## config.mk

```make
export PLATFORM = sky130hd
export DESIGN_NAME = rational_arithmetic_unit
export DESIGN_NICKNAME = d
export VERILOG_FILES = /design/src/hdl/rau_pkg.sv /design/src/hdl/rational_arithmetic_unit.sv /design/src/hdl/rau_div.sv /design/src/hdl/rau_dpath.sv /design/src/hdl/rau_ctrl.sv
export SDC_FILE = /design/constraint.sdc
export NUM_CORES = 2
export LEC_CHECK = 0
export BUFFER_PORTS_ARGS = -buffer_cell sky130_fd_sc_hd__buf_4
export CORE_MARGIN = 2
export CORE_UTILIZATION = 30
export CTS_CLUSTER_SIZE = 30
export DETAILED_ROUTE_END_ITERATION = 6
export PLACE_DENSITY_LB_ADDON = 0.08
export SYNTH_ARGS = -nofsm -noshare
export SYNTH_HDL_FRONTEND = slang
export SYNTH_HIERARCHICAL = 1
export SYNTH_SLANG_ARGS = --single-unit
```

## constraint.sdc

```tcl
create_clock -name clk -period 19.2 [get_ports clk]
set_input_delay 0.96 -clock clk [delete_from_list [all_inputs] [get_ports clk]]
set_output_delay 0.96 -clock clk [all_outputs]
set_load 0.005 [all_outputs]
```

## src/hdl/rau_pkg.sv

```systemverilog
`default_nettype none
// ---------------------------------------------------------------------------
// rau_pkg
// Shared widths, codes and controller/datapath types of the rational
// arithmetic unit.
// ---------------------------------------------------------------------------
package rau_pkg;

	localparam int OPERAND_WIDTH = 16;
	localparam int FUNC_W        = 2;
	localparam int MAG_W         = 2 * OPERAND_WIDTH;
	localparam int NUM_W         = 2 * OPERAND_WIDTH + 1;
	localparam int DEN_W         = 2 * OPERAND_WIDTH - 1;
	localparam int CNT_W         = $clog2(MAG_W);

	localparam int IN_BITS       = FUNC_W + 4 * OPERAND_WIDTH;
	localparam int IN_TDATA_W    = ((IN_BITS + 7) / 8) * 8;
	localparam int OUT_BITS      = NUM_W + DEN_W;
	localparam int OUT_TDATA_W   = ((OUT_BITS + 7) / 8) * 8;

	localparam int FUNC_LSB      = 0;
	localparam int A_NUM_LSB     = FUNC_W;
	localparam int A_DEN_LSB     = A_NUM_LSB + OPERAND_WIDTH;
	localparam int B_NUM_LSB     = A_DEN_LSB + OPERAND_WIDTH;
	localparam int B_DEN_LSB     = B_NUM_LSB + OPERAND_WIDTH;
	localparam int RES_NUM_LSB   = 0;
	localparam int RES_DEN_LSB   = NUM_W;

	typedef enum logic [FUNC_W-1:0] {
		FUNC_ADD = 2'd0,
		FUNC_SUB = 2'd1,
		FUNC_MUL = 2'd2,
		FUNC_DIV = 2'd3
	} func_t;

	typedef enum logic [1:0] {
		MUL_P0,
		MUL_P1,
		MUL_D
	} mul_sel_t;

	typedef enum logic [1:0] {
		DIV_GCD,
		DIV_QN,
		DIV_QD
	} div_sel_t;

	typedef enum logic [3:0] {
		ST_IDLE,
		ST_MUL_P0,
		ST_MUL_P1,
		ST_MUL_D,
		ST_FORM,
		ST_GCD_TEST,
		ST_GCD_RUN,
		ST_QN_RUN,
		ST_QD_START,
		ST_QD_RUN,
		ST_FINISH
	} rau_state_t;

	typedef struct packed {
		logic     load;
		logic     mul_en;
		mul_sel_t mul_sel;
		logic     form;
		logic     div_start;
		logic     div_take;
		div_sel_t div_sel;
		logic     out_load;
	} rau_cmd_t;

	typedef struct packed {
		logic in_err;
		logic y_zero;
		logic div_done;
		logic out_free;
	} rau_sts_t;

endpackage
`default_nettype wire

```

## src/hdl/rational_arithmetic_unit.sv

```systemverilog
`default_nettype none
// ---------------------------------------------------------------------------
// rational_arithmetic_unit
// Adds, subtracts, multiplies or divides two signed fractions and returns
// the result reduced by its greatest common divisor.
// ---------------------------------------------------------------------------
// usage
//   s_axis carries one request per transaction: func, a_num, a_den, b_num,
//   b_den. m_axis returns one reduced result per request, in order; tuser
//   flags a zero denominator or a division by zero (result then 0/0).
//   one request is worked on at a time: s_axis_tready is high only while
//   the unit is idle.
//   from acceptance to m_axis_tvalid the controller runs the multiply
//   states MUL_P0, MUL_P1 and MUL_D, a forming state, then from 1 to at
//   most 44 Euclid remainder steps (each a start state and a run of the
//   bit-serial divider), then the last test, the two quotient divisions
//   and the output load.
//   an erroneous request goes from MUL_P0 straight to the output load.
//   the next request can be taken in the cycle after the output load.
//   the result sits in an output register; the next request is taken while
//   it waits, and a finished result waits in the controller until the
//   output register is free, so a stalled receiver loses nothing.
//   reset clears the controller and the output valid; no other setup.
// ---------------------------------------------------------------------------
module rational_arithmetic_unit (
	input  wire logic                            clk,
	input  wire logic                            arst_n,
	input  wire logic                            s_axis_tvalid,
	output logic                                 s_axis_tready,
	// func, a_num, a_den, b_num, b_den, zero pad
	input  wire logic [rau_pkg::IN_TDATA_W-1:0]  s_axis_tdata,
	output logic                                 m_axis_tvalid,
	input  wire logic                            m_axis_tready,
	// result_num, result_den
	output logic      [rau_pkg::OUT_TDATA_W-1:0] m_axis_tdata,
	// error_code
	output logic                                 m_axis_tuser
);
	import rau_pkg::*;

	rau_cmd_t cmd;
	rau_sts_t sts;

	rau_ctrl u_ctrl (
		.clk      (clk),
		.arst_n   (arst_n),
		.in_valid (s_axis_tvalid),
		.in_ready (s_axis_tready),
		.sts      (sts),
		.cmd      (cmd)
	);

	rau_dpath u_dpath (
		.clk       (clk),
		.arst_n    (arst_n),
		.cmd       (cmd),
		.sts       (sts),
		.in_data   (s_axis_tdata),
		.out_data  (m_axis_tdata),
		.out_err   (m_axis_tuser),
		.out_valid (m_axis_tvalid),
		.out_ready (m_axis_tready)
	);

endmodule
`default_nettype wire

```

## src/hdl/rau_div.sv

```systemverilog
`default_nettype none
// ---------------------------------------------------------------------------
// rau_div
// Iterative restoring divider, one quotient bit per cycle, giving quotient
// and remainder of two unsigned magnitudes.
// ---------------------------------------------------------------------------
module rau_div (
	input  wire logic                      clk,
	input  wire logic                      arst_n,
	input  wire logic                      start,
	input  wire logic [rau_pkg::MAG_W-1:0] dividend,
	input  wire logic [rau_pkg::MAG_W-1:0] divisor,
	output logic      [rau_pkg::MAG_W-1:0] quotient,
	output logic      [rau_pkg::MAG_W-1:0] remainder,
	output logic                           done
);
	import rau_pkg::*;

	logic             busy_q;
	logic             done_q;
	logic [CNT_W-1:0] cnt_q;
	logic [MAG_W:0]   rem_q;
	logic [MAG_W-1:0] quo_q;
	logic [MAG_W-1:0] dvs_q;
	logic [MAG_W:0]   trial;
	logic             fits;

	assign trial = {rem_q[MAG_W-1:0], quo_q[MAG_W-1]};
	assign fits  = trial >= {1'b0, dvs_q};

	always_ff @(posedge clk or negedge arst_n) begin
		if (!arst_n) begin
			busy_q <= 1'b0;
			done_q <= 1'b0;
			cnt_q  <= '0;
		end else if (start) begin
			busy_q <= 1'b1;
			done_q <= 1'b0;
			cnt_q  <= '0;
		end else if (busy_q) begin
			cnt_q <= cnt_q + 1'b1;
			if (cnt_q == CNT_W'(MAG_W - 1)) begin
				busy_q <= 1'b0;
				done_q <= 1'b1;
			end
		end
	end

	always_ff @(posedge clk) begin
		if (start) begin
			rem_q <= '0;
			quo_q <= dividend;
			dvs_q <= divisor;
		end else if (busy_q) begin
			rem_q <= fits ? (trial - {1'b0, dvs_q}) : trial;
			quo_q <= {quo_q[MAG_W-2:0], fits};
		end
	end

	assign quotient  = quo_q;
	assign remainder = rem_q[MAG_W-1:0];
	assign done      = done_q;

endmodule
`default_nettype wire

```

## src/hdl/rau_dpath.sv

```systemverilog
`default_nettype none
// ---------------------------------------------------------------------------
// rau_dpath
// Datapath: operand capture, shared multiplier, raw fraction forming,
// Euclid registers, divider and the output register.
// ---------------------------------------------------------------------------
module rau_dpath (
	input  wire logic                            clk,
	input  wire logic                            arst_n,
	input  wire rau_pkg::rau_cmd_t               cmd,
	output rau_pkg::rau_sts_t                    sts,
	input  wire logic [rau_pkg::IN_TDATA_W-1:0]  in_data,
	output logic      [rau_pkg::OUT_TDATA_W-1:0] out_data,
	output logic                                 out_err,
	output logic                                 out_valid,
	input  wire logic                            out_ready
);
	import rau_pkg::*;

	func_t                         func_q;
	logic signed [OPERAND_WIDTH-1:0] an_q, ad_q, bn_q, bd_q;
	logic signed [MAG_W-1:0]       p0_q, p1_q, pd_q;
	logic signed [OPERAND_WIDTH-1:0] mx, my;
	logic signed [MAG_W-1:0]       prod;
	logic signed [NUM_W-1:0]       n_raw;
	logic [MAG_W-1:0]              mn, md;
	logic [MAG_W-1:0]              mn_q, md_q, x_q, y_q, qn_q, qd_q;
	logic                          neg_q;
	logic [MAG_W-1:0]              div_a, div_b, quo, rem;
	logic                          div_done;
	logic                          neg_eff;
	logic [NUM_W-1:0]              num_res;
	logic                          valid_q;
	logic [OUT_TDATA_W-1:0]        data_q;
	logic                          err_q;

	always_ff @(posedge clk) begin
		if (cmd.load) begin
			func_q <= func_t'(in_data[FUNC_LSB +: FUNC_W]);
			an_q   <= in_data[A_NUM_LSB +: OPERAND_WIDTH];
			ad_q   <= in_data[A_DEN_LSB +: OPERAND_WIDTH];
			bn_q   <= in_data[B_NUM_LSB +: OPERAND_WIDTH];
			bd_q   <= in_data[B_DEN_LSB +: OPERAND_WIDTH];
		end
	end

	assign sts.in_err = (ad_q == '0) || (bd_q == '0) || ((func_q == FUNC_DIV) && (bn_q == '0));

	always_comb begin
		unique case (cmd.mul_sel)
			MUL_P0: begin
				mx = an_q;
				my = (func_q == FUNC_MUL) ? bn_q : bd_q;
			end
			MUL_P1: begin
				mx = bn_q;
				my = ad_q;
			end
			default: begin
				mx = ad_q;
				my = (func_q == FUNC_DIV) ? bn_q : bd_q;
			end
		endcase
	end

	assign prod = mx * my;

	always_ff @(posedge clk) begin
		if (cmd.mul_en) begin
			unique case (cmd.mul_sel)
				MUL_P0:  p0_q <= prod;
				MUL_P1:  p1_q <= prod;
				default: pd_q <= prod;
			endcase
		end
	end

	always_comb begin
		case (func_q)
			FUNC_ADD: n_raw = NUM_W'(p0_q) + NUM_W'(p1_q);
			FUNC_SUB: n_raw = NUM_W'(p0_q) - NUM_W'(p1_q);
			default:  n_raw = NUM_W'(p0_q);
		endcase
	end

	assign mn = n_raw[NUM_W-1] ? MAG_W'(-n_raw) : MAG_W'(n_raw);
	assign md = pd_q[MAG_W-1] ? MAG_W'(-pd_q) : MAG_W'(pd_q);

	always_comb begin
		unique case (cmd.div_sel)
			DIV_GCD: begin
				div_a = x_q;
				div_b = y_q;
			end
			DIV_QN: begin
				div_a = mn_q;
				div_b = x_q;
			end
			default: begin
				div_a = md_q;
				div_b = x_q;
			end
		endcase
	end

	rau_div u_div (
		.clk       (clk),
		.arst_n    (arst_n),
		.start     (cmd.div_start),
		.dividend  (div_a),
		.divisor   (div_b),
		.quotient  (quo),
		.remainder (rem),
		.done      (div_done)
	);

	always_ff @(posedge clk) begin
		if (cmd.form) begin
			mn_q  <= mn;
			md_q  <= md;
			x_q   <= mn;
			y_q   <= md;
			neg_q <= n_raw[NUM_W-1] ^ pd_q[MAG_W-1];
		end else if (cmd.div_take) begin
			unique case (cmd.div_sel)
				DIV_GCD: begin
					x_q <= y_q;
					y_q <= rem;
				end
				DIV_QN:  qn_q <= quo;
				default: qd_q <= quo;
			endcase
		end
	end

	assign sts.y_zero   = (y_q == '0);
	assign sts.div_done = div_done;
	assign sts.out_free = !valid_q || out_ready;

	assign neg_eff = neg_q && (qn_q != '0);
	assign num_res = neg_eff ? NUM_W'(-{1'b0, qn_q}) : NUM_W'(qn_q);

	always_ff @(posedge clk or negedge arst_n) begin
		if (!arst_n) begin
			valid_q <= 1'b0;
		end else if (cmd.out_load) begin
			valid_q <= 1'b1;
		end else if (out_ready) begin
			valid_q <= 1'b0;
		end
	end

	always_ff @(posedge clk) begin
		if (cmd.out_load) begin
			if (sts.in_err) begin
				data_q <= '0;
				err_q  <= 1'b1;
			end else begin
				data_q <= OUT_TDATA_W'({qd_q[DEN_W-1:0], num_res});
				err_q  <= 1'b0;
			end
		end
	end

	assign out_valid = valid_q;
	assign out_data  = data_q;
	assign out_err   = err_q;

endmodule
`default_nettype wire

```

## src/hdl/rau_ctrl.sv

```systemverilog
`default_nettype none
// ---------------------------------------------------------------------------
// rau_ctrl
// Controller: sequences products, Euclid remainder steps and the two final
// divisions for one transaction at a time.
// ---------------------------------------------------------------------------
module rau_ctrl (
	input  wire logic              clk,
	input  wire logic              arst_n,
	input  wire logic              in_valid,
	output logic                   in_ready,
	input  wire rau_pkg::rau_sts_t sts,
	output rau_pkg::rau_cmd_t      cmd
);
	import rau_pkg::*;

	rau_state_t state_q, state_nxt;

	always_ff @(posedge clk or negedge arst_n) begin
		if (!arst_n) begin
			state_q <= ST_IDLE;
		end else begin
			state_q <= state_nxt;
		end
	end

	always_comb begin
		state_nxt = state_q;
		unique case (state_q)
			ST_IDLE:     if (in_valid) state_nxt = ST_MUL_P0;
			ST_MUL_P0:   state_nxt = sts.in_err ? ST_FINISH : ST_MUL_P1;
			ST_MUL_P1:   state_nxt = ST_MUL_D;
			ST_MUL_D:    state_nxt = ST_FORM;
			ST_FORM:     state_nxt = ST_GCD_TEST;
			ST_GCD_TEST: state_nxt = sts.y_zero ? ST_QN_RUN : ST_GCD_RUN;
			ST_GCD_RUN:  if (sts.div_done) state_nxt = ST_GCD_TEST;
			ST_QN_RUN:   if (sts.div_done) state_nxt = ST_QD_START;
			ST_QD_START: state_nxt = ST_QD_RUN;
			ST_QD_RUN:   if (sts.div_done) state_nxt = ST_FINISH;
			ST_FINISH:   if (sts.out_free) state_nxt = ST_IDLE;
			default:     state_nxt = ST_IDLE;
		endcase
	end

	always_comb begin
		cmd      = '0;
		cmd.mul_sel = MUL_P0;
		cmd.div_sel = DIV_GCD;
		in_ready = 1'b0;
		unique case (state_q)
			ST_IDLE: begin
				in_ready = 1'b1;
				cmd.load = in_valid;
			end
			ST_MUL_P0: begin
				cmd.mul_en  = 1'b1;
				cmd.mul_sel = MUL_P0;
			end
			ST_MUL_P1: begin
				cmd.mul_en  = 1'b1;
				cmd.mul_sel = MUL_P1;
			end
			ST_MUL_D: begin
				cmd.mul_en  = 1'b1;
				cmd.mul_sel = MUL_D;
			end
			ST_FORM: cmd.form = 1'b1;
			ST_GCD_TEST: begin
				cmd.div_start = 1'b1;
				cmd.div_sel   = sts.y_zero ? DIV_QN : DIV_GCD;
			end
			ST_GCD_RUN: begin
				cmd.div_sel  = DIV_GCD;
				cmd.div_take = sts.div_done;
			end
			ST_QN_RUN: begin
				cmd.div_sel  = DIV_QN;
				cmd.div_take = sts.div_done;
			end
			ST_QD_START: begin
				cmd.div_sel   = DIV_QD;
				cmd.div_start = 1'b1;
			end
			ST_QD_RUN: begin
				cmd.div_sel  = DIV_QD;
				cmd.div_take = sts.div_done;
			end
			ST_FINISH: cmd.out_load = sts.out_free;
			default: ;
		endcase
	end

endmodule
`default_nettype wire

```

; ---- After elaboration in Yosys (flattened, before gate mapping)
; Cells that the tools add are included.
; Widths: inputs -> output; s select.
[classes]
n_eq_ne = 21
bitwise = 5
reduce_logical = 34
addsub = 7
order_cmp = 1
shifts = 0
muxes = 46
n_div = 0
mul = 1
[ops]
columns = cell, count
row1 = $mux 32, 12
row2 = $pmux 33 s2, 1
row3 = $neg 32->32, 2
row4 = $pmux 16 s2, 2
row5 = $pmux 32 s2, 1
row6 = $logic_not 16->1, 3
row7 = $pmux 4 s11, 1
row8 = $add 32x32->33, 1
row9 = $ge 33x32->1, 1
row10 = $neg 32->33, 1
row11 = $sub 32x32->33, 1
row12 = $logic_not 32->1, 1
row13 = $mul 16x16->32, 1
row14 = $mux 16, 2
row15 = $reduce_bool 32->1, 1
row16 = $sub 32x32->32, 1
row17 = $mux 4, 6
row18 = $mux 1, 17
row19 = $eq 4x3->1 const B, 4
row20 = $eq 4x4->1 const B, 3
row21 = $mux 5, 2
row22 = $reduce_and 2->1, 5
row23 = $reduce_bool 2->1, 5
row24 = $reduce_or 2->1, 5
row25 = 20 further kinds, 36
[totals]
mem_bits_ro = 0
memories = 0
output_inout_bits = 67
latchBits = 0
register_bits = 527
mem_bits_rw = 0
input_bits = 76

; ---- Logic depth before layout (Yosys ltp)
[depth]
depth_word = 7
mapped_depth = 34
ltp_nobuf = 31

; ---- Hierarchy
; Netlist, hierarchy kept.
[modules_own_cells]
columns = mod, cells_each, n_inst, area_each_um2
row1 = rau_dpath, 2842, 1, 31007.2
row2 = rau_div, 558, 1, 6070.8
row3 = rau_ctrl, 51, 1, 405.4

; ---- Worst setup path after synthesis
; OpenSTA, ideal clock, no wires.
[synth_path]
path_kind = register -> register
from = register u_dpath.func_q[1]
to = register u_dpath.p0_q[31], data pin
path_buffers = 7
path_stages_with_launch = 34
arrival_time_ns = 8.099
slack_ns = 10.832
synth_period_minus_slack_ns = 8.368
setup_time_ns = 0.269
path_cell_list = edfxtp_1 > buf_4 > buf_6 > buf_4 > buf_2 > buf_2 > nand2_1 > clkbuf_1 > mux2i_1 > a21oi_1 > clkbuf_1 > nand2_1 > fa_1 > inv_1 > fa_1 > inv_1 > fa_1 > inv_1 > fa_1 > fa_1 > inv_1 > fa_1 > inv_1 > ha_1 > a21oi_1 > nor2_1 > or3_1 > o311ai_0 > a21oi_1 > a211oi_1 > nor3_1 > o31a_1 > nor2_1 > xnor2_1
[synth_via]
elab_chain_cells = 4
word_cells_on_any_way = 6
cone_classes = mul: 1 / eq/ne: 2 / mux: 3
[synth_rtl]
columns = item, line_no
row1 = start: declaration, rau_dpath.sv:20  ; func_t func_q;
row2 = start signal: assignment, rau_dpath.sv:39  ; func_q <= func_t'(in_data[FUNC_LSB +: FUNC_W]);
row3 = "$eq 2x2->1, on equally long branches", "rau_dpath.sv:61, rau_dpath.sv:53"
row4 = "$mux 16, on equally long branches", "rau_dpath.sv:61, rau_dpath.sv:53"
row5 = $pmux 16 s2 (*), rau_dpath.sv:50  ; unique case (cmd.mul_sel)
row6 = $mul 16x16->32 (*), rau_dpath.sv:66  ; assign prod = mx * my;
row7 = via u_dpath.prod[31], rau_dpath.sv:24  ; logic signed [MAG_W-1:0] prod;
row8 = end signal: assignment, rau_dpath.sv:71  ; MUL_P0: p0_q <= prod;
row9 = end: declaration, rau_dpath.sv:22  ; logic signed [MAG_W-1:0] p0_q, p1_q, pd_q;
; The timed path passes the listed nets; every way through them passes the cells marked *.
; A chain may end at the register's enable or synchronous reset.

==> results.txt <==
----------------------------------------------------
[Outcome]
  Result of the run ... completed

[Place]
  Placer Congestion ... 0.8160
  Sum of net half-perimeters after detailed placement ... 78.47 mm
  Quantity of I/O buffers inserted on ports ... 136
  Total cell area at the placement stage ... 40480 µm²

[Routing]
  Number of DRC violations after detailed-routing iteration 0 ... 1355
  Wirelength per Cell ... 19.18 µm
  Total via count in the routed design ... 24860
  Number of routed nets with antenna violations ... 0
  WL final ... 101.1 mm
  Drt via density ... 4.719
  Number of DRC violations after detailed routing ... 0
  Number of detailed-routing iterations run before antenna repair ... 5

[Layout]
  Post-layout net count ... 4073
  Synth-to-layout area growth ... 13.70%
  Final Core Density ... 34.43%
  Post-route cell area ... 42620 µm²
  Number of diodes added for antenna fixing ... 0
  Share of final-layout standard cells stronger than drive strength 1 ... 13.77%

[Global route]
  Gr usage total ... 16.13%
  Number of antenna violations at the first check in global routing ... 3
  Total congestion overflow ... 0
  Via count of the first global-routing pass ... 26400
  Pin count of the biggest net entering global routing ... 142
  First-pass GRT wire length ... 158.2 mm

[Yosys]
  Commonest register cell after synthesis ... edfxtp_1
  Cell taking the most area after synthesis ... edfxtp_1
  Warnings from Yosys ... 6
  Synth unique cells ... 116
  Post-Syn Area per Cell ... 10.86 µm²
  Dominant cells by area after synthesis ... edfxtp_1 (39%), fa_1 (14%), ha_1 (5.1%), nor2_1 (3.7%), inv_1 (3.7%)
  Share of flip-flops with an asynchronous set or reset after synthesis ... 2.277%
  Count of flip-flops with a built-in enable after synthesis ... 483
  Sequential cell area fraction in the yosys report ... 41.20%
  Post-Syn Area ... 37480 µm²
  Share of the synthesized area in the top cell type ... 38.69%
  Post-synth net total ... 3943
  Gate count after technology mapping ... 3451
  Register bit count reported by yosys ... 527

[STA]
  Final period utilization ... 51.76%
  Fin crit period ... 9.937 ns
  Transition at the pin with the smallest max-transition slack ... 1.157 ns
  Setup repair after global routing missed its margin ... false
  Worst rel slew slack ... 20.63%
  Maximum clock skew at final layout ... 0.06391 ns
  Number of hold violations in the final report ... 0
  Final-layout setup total negative slack ... 0 ns
  Number of setup violations in the final report ... 0
  Max-slew violation count ... 0
  Maximum clock rate ... 100.6 MHz

[Die]
  Number of top-level pins ... 143
  Full die area ... 127800 µm²
  Area of the core ... 123800 µm²
  Starting density of the core ... 30.28%
  FP Rows ... 129
  Die W ... 357.5 µm
  Die height ... 357.5 µm

[Worst setup path]
  Reg2Reg Setup Slack ... 9.26 ns
  Largest incremental delay on the critical path ... 0.95 ns
  Reg2reg end ... u_dpath/p0_q[31]$_DFFE_PP_
  Critical Path Start ... u_ctrl/state_q[1]$_DFFE_PN0P_
  Cell seen most often among critical-path stages ... fa_1
  Count of cells along the worst register-to-register path ... 26
  Maximum fanout encountered on the critical timing path ... 50
  Setup CP Type ... flip-flop to flip-flop
  CP endpoint kind ... flip-flop
  Data required time of the worst path ... 19.56 ns
  Reg-to-reg startpoint ... u_ctrl/state_q[1]$_DFFE_PN0P_
  Arrival time worst endpoint ... 10.30 ns
  Critical path startpoint category ... flip-flop
  CP max-delay cell ... o21ai_1

[Clock tree]
  Setup bufs post-CTS ... 0
  Count of cells resized by post-cts repair ... 0
  Clock latency at the later pin of the worst-skew pair ... 0.66 ns
  Maximum level of the CTS H-tree ... 3
  Number of buffers created by CTS ... 66
  TritonCTS clock tree ... yes
  Number of buffers on the longest clock path ... 3
  Clock slew at the register clock pins of the worst setup and hold paths ... 0.06 ns
  # hold bufs at CTS ... 0
  Clk sink count ... 527
  CTS Root Buffer Type ... clkbuf_16

[Flow run]
  Maximum capacitance violations ... 0

[Hold path]
  Worst hold path type ... input pin to async pin

----------------------------------------------------
flip-flops by register name, indices dropped and copies added (netlist names), 5 cells and up:
register / count
u_dpath/p1_q: 32
u_dpath/an_q: 16
u_dpath/qd_q: 31
u_dpath/ad_q: 16
u_dpath/y_q: 32
u_dpath/x_q: 32
u_dpath/p0_q: 32
u_dpath/u_div/cnt_q: 5
u_dpath/u_div/quotient: 32
u_dpath/bd_q: 16
u_dpath/qn_q: 32
u_dpath/pd_q: 32
u_dpath/mn_q: 32
u_dpath/md_q: 32
u_dpath/out_data: 64
u_dpath/bn_q: 16
u_dpath/u_div/dvs_q: 32
u_dpath/u_div/rem_q: 32
logic make-up after synthesis:
| group | count (synthesis) | synth area share (%) |
|---|---|---|
| buf+inv | 497 | 5.231 |
| xor+xnor | 190 | 4.440 |
| flops | 527 | 41.20 |
| mux | 218 | 6.225 |
| compound gates | 581 | 11.03 |
| fa+ha+maj | 416 | 19.17 |
| simple gates | 1022 | 12.70 |
synth_stat cells (10+ instances only):
master,instances
xor2_1,85
buf_2,16
or4_1,13
and2_1,62
a211oi_1,20
nand2b_1,20
o21ai_0,124
o41ai_1,11
a21oi_1,135
or3_1,27
o31ai_1,25
o21a_1,32
nor2_1,374
ha_1,152
fa_1,264
nand3_1,32
mux2_2,109
nor3_1,33
mux2i_1,106
a21o_1,49
xnor2_1,105
a31oi_1,13
o211ai_1,11
nand4_1,20
a211oi_2,17
dfrtp_1,12
o211a_1,10
nor4_1,36
a21oi_2,12
nand2_1,312
nor3b_1,10
nor2b_1,15
or2_2,11
clkbuf_1,83
inv_1,370
edfxtp_1,483
buf_1,13
o21bai_1,11
dfxtp_1,32
and3_1,17
per-layer routing:
metal  global-route usage [%]  wire length [µm]  vias to the layer above
li1                         -                 -                    12270
met1                    20.87             46390                    12140
met2                    28.15             49530                      343
met3                    2.265              2823                      111
met4                    4.269              2341                        0
met5                        0                 0                        -
metrics by stage:
| step | setup WS (ns) | std cells | hold WS (ns) |
|---|---|---|---|
| 6_report | 9.263 | 5269 | 0.1448 |
| 5_1_grt | 8.437 | 5269 | 0.1158 |
| 2_1_floorplan | 10.83 | 3451 | 0.4408 |
| 3_5_place_dp | 9.213 | 5150 | 0.4659 |
| 3_3_place_gp | 9.189 | 5150 | 0.4683 |
| 4_1_cts | 9.103 | 5269 | 0.08166 |
worst max-delay path by stage:
stage,end,depth (start not counted)
6_report,u_dpath/p0_q[31]$_DFFE_PP_,26
5_1_grt,u_dpath/p1_q[31]$_DFFE_PP_,26
4_1_cts,u_dpath/p0_q[31]$_DFFE_PP_,26
3_5_place_dp,u_dpath/p0_q[31]$_DFFE_PP_,26
3_3_place_gp,u_dpath/p0_q[31]$_DFFE_PP_,26
2_1_floorplan,u_dpath/p0_q[31]$_DFFE_PP_,33
cells in the final DEF (no fill, tap or decap), types with 22 or more instances in the layout:
cell | netlist | final
nor3_1 | 33 | 30
a21oi_1 | 135 | 132
mux2i_1 | 106 | 104
buf_4 | 5 | 185
fa_1 | 264 | 264
xor2_1 | 85 | 85
o21ai_0 | 124 | 114
and2_1 | 62 | 61
xnor2_1 | 105 | 105
clkbuf_16 | 0 | 66
o31ai_1 | 25 | 25
mux2_2 | 109 | 109
edfxtp_1 | 483 | 483
o21a_1 | 32 | 32
a21o_1 | 49 | 49
dfxtp_1 | 32 | 32
ha_1 | 152 | 152
nand2_1 | 312 | 312
nand3_1 | 32 | 32
nor2_1 | 374 | 369
or3_1 | 27 | 27
clkbuf_1 | 83 | 22
inv_1 | 370 | 370
nor4_1 | 36 | 34
cell type report:
type	count	area (µm²)
repair buffers	186	1409
multi-input cells	2427	20170
flip-flops and latches	527	15450
clock buffers	93	1803
well taps	1637	2048
inverters	373	1400
clock inverters	26	340.3
fillers	12520	81180
critical path: cells and delay by family (launching register included):
family / cells / cell delay (ns)
compound gates: 6 / 2.84
simple gates: 6 / 1.11
buf+inv: 5 / 0.98
fa+ha+maj: 7 / 3.34
mux: 1 / 0.31
flops: 1 / 0.77
xor+xnor: 1 / 0.23
Power is left out: the tool's default activity adds up to more than one toggle a clock period on the data nets, which glitch-free logic cannot reach.
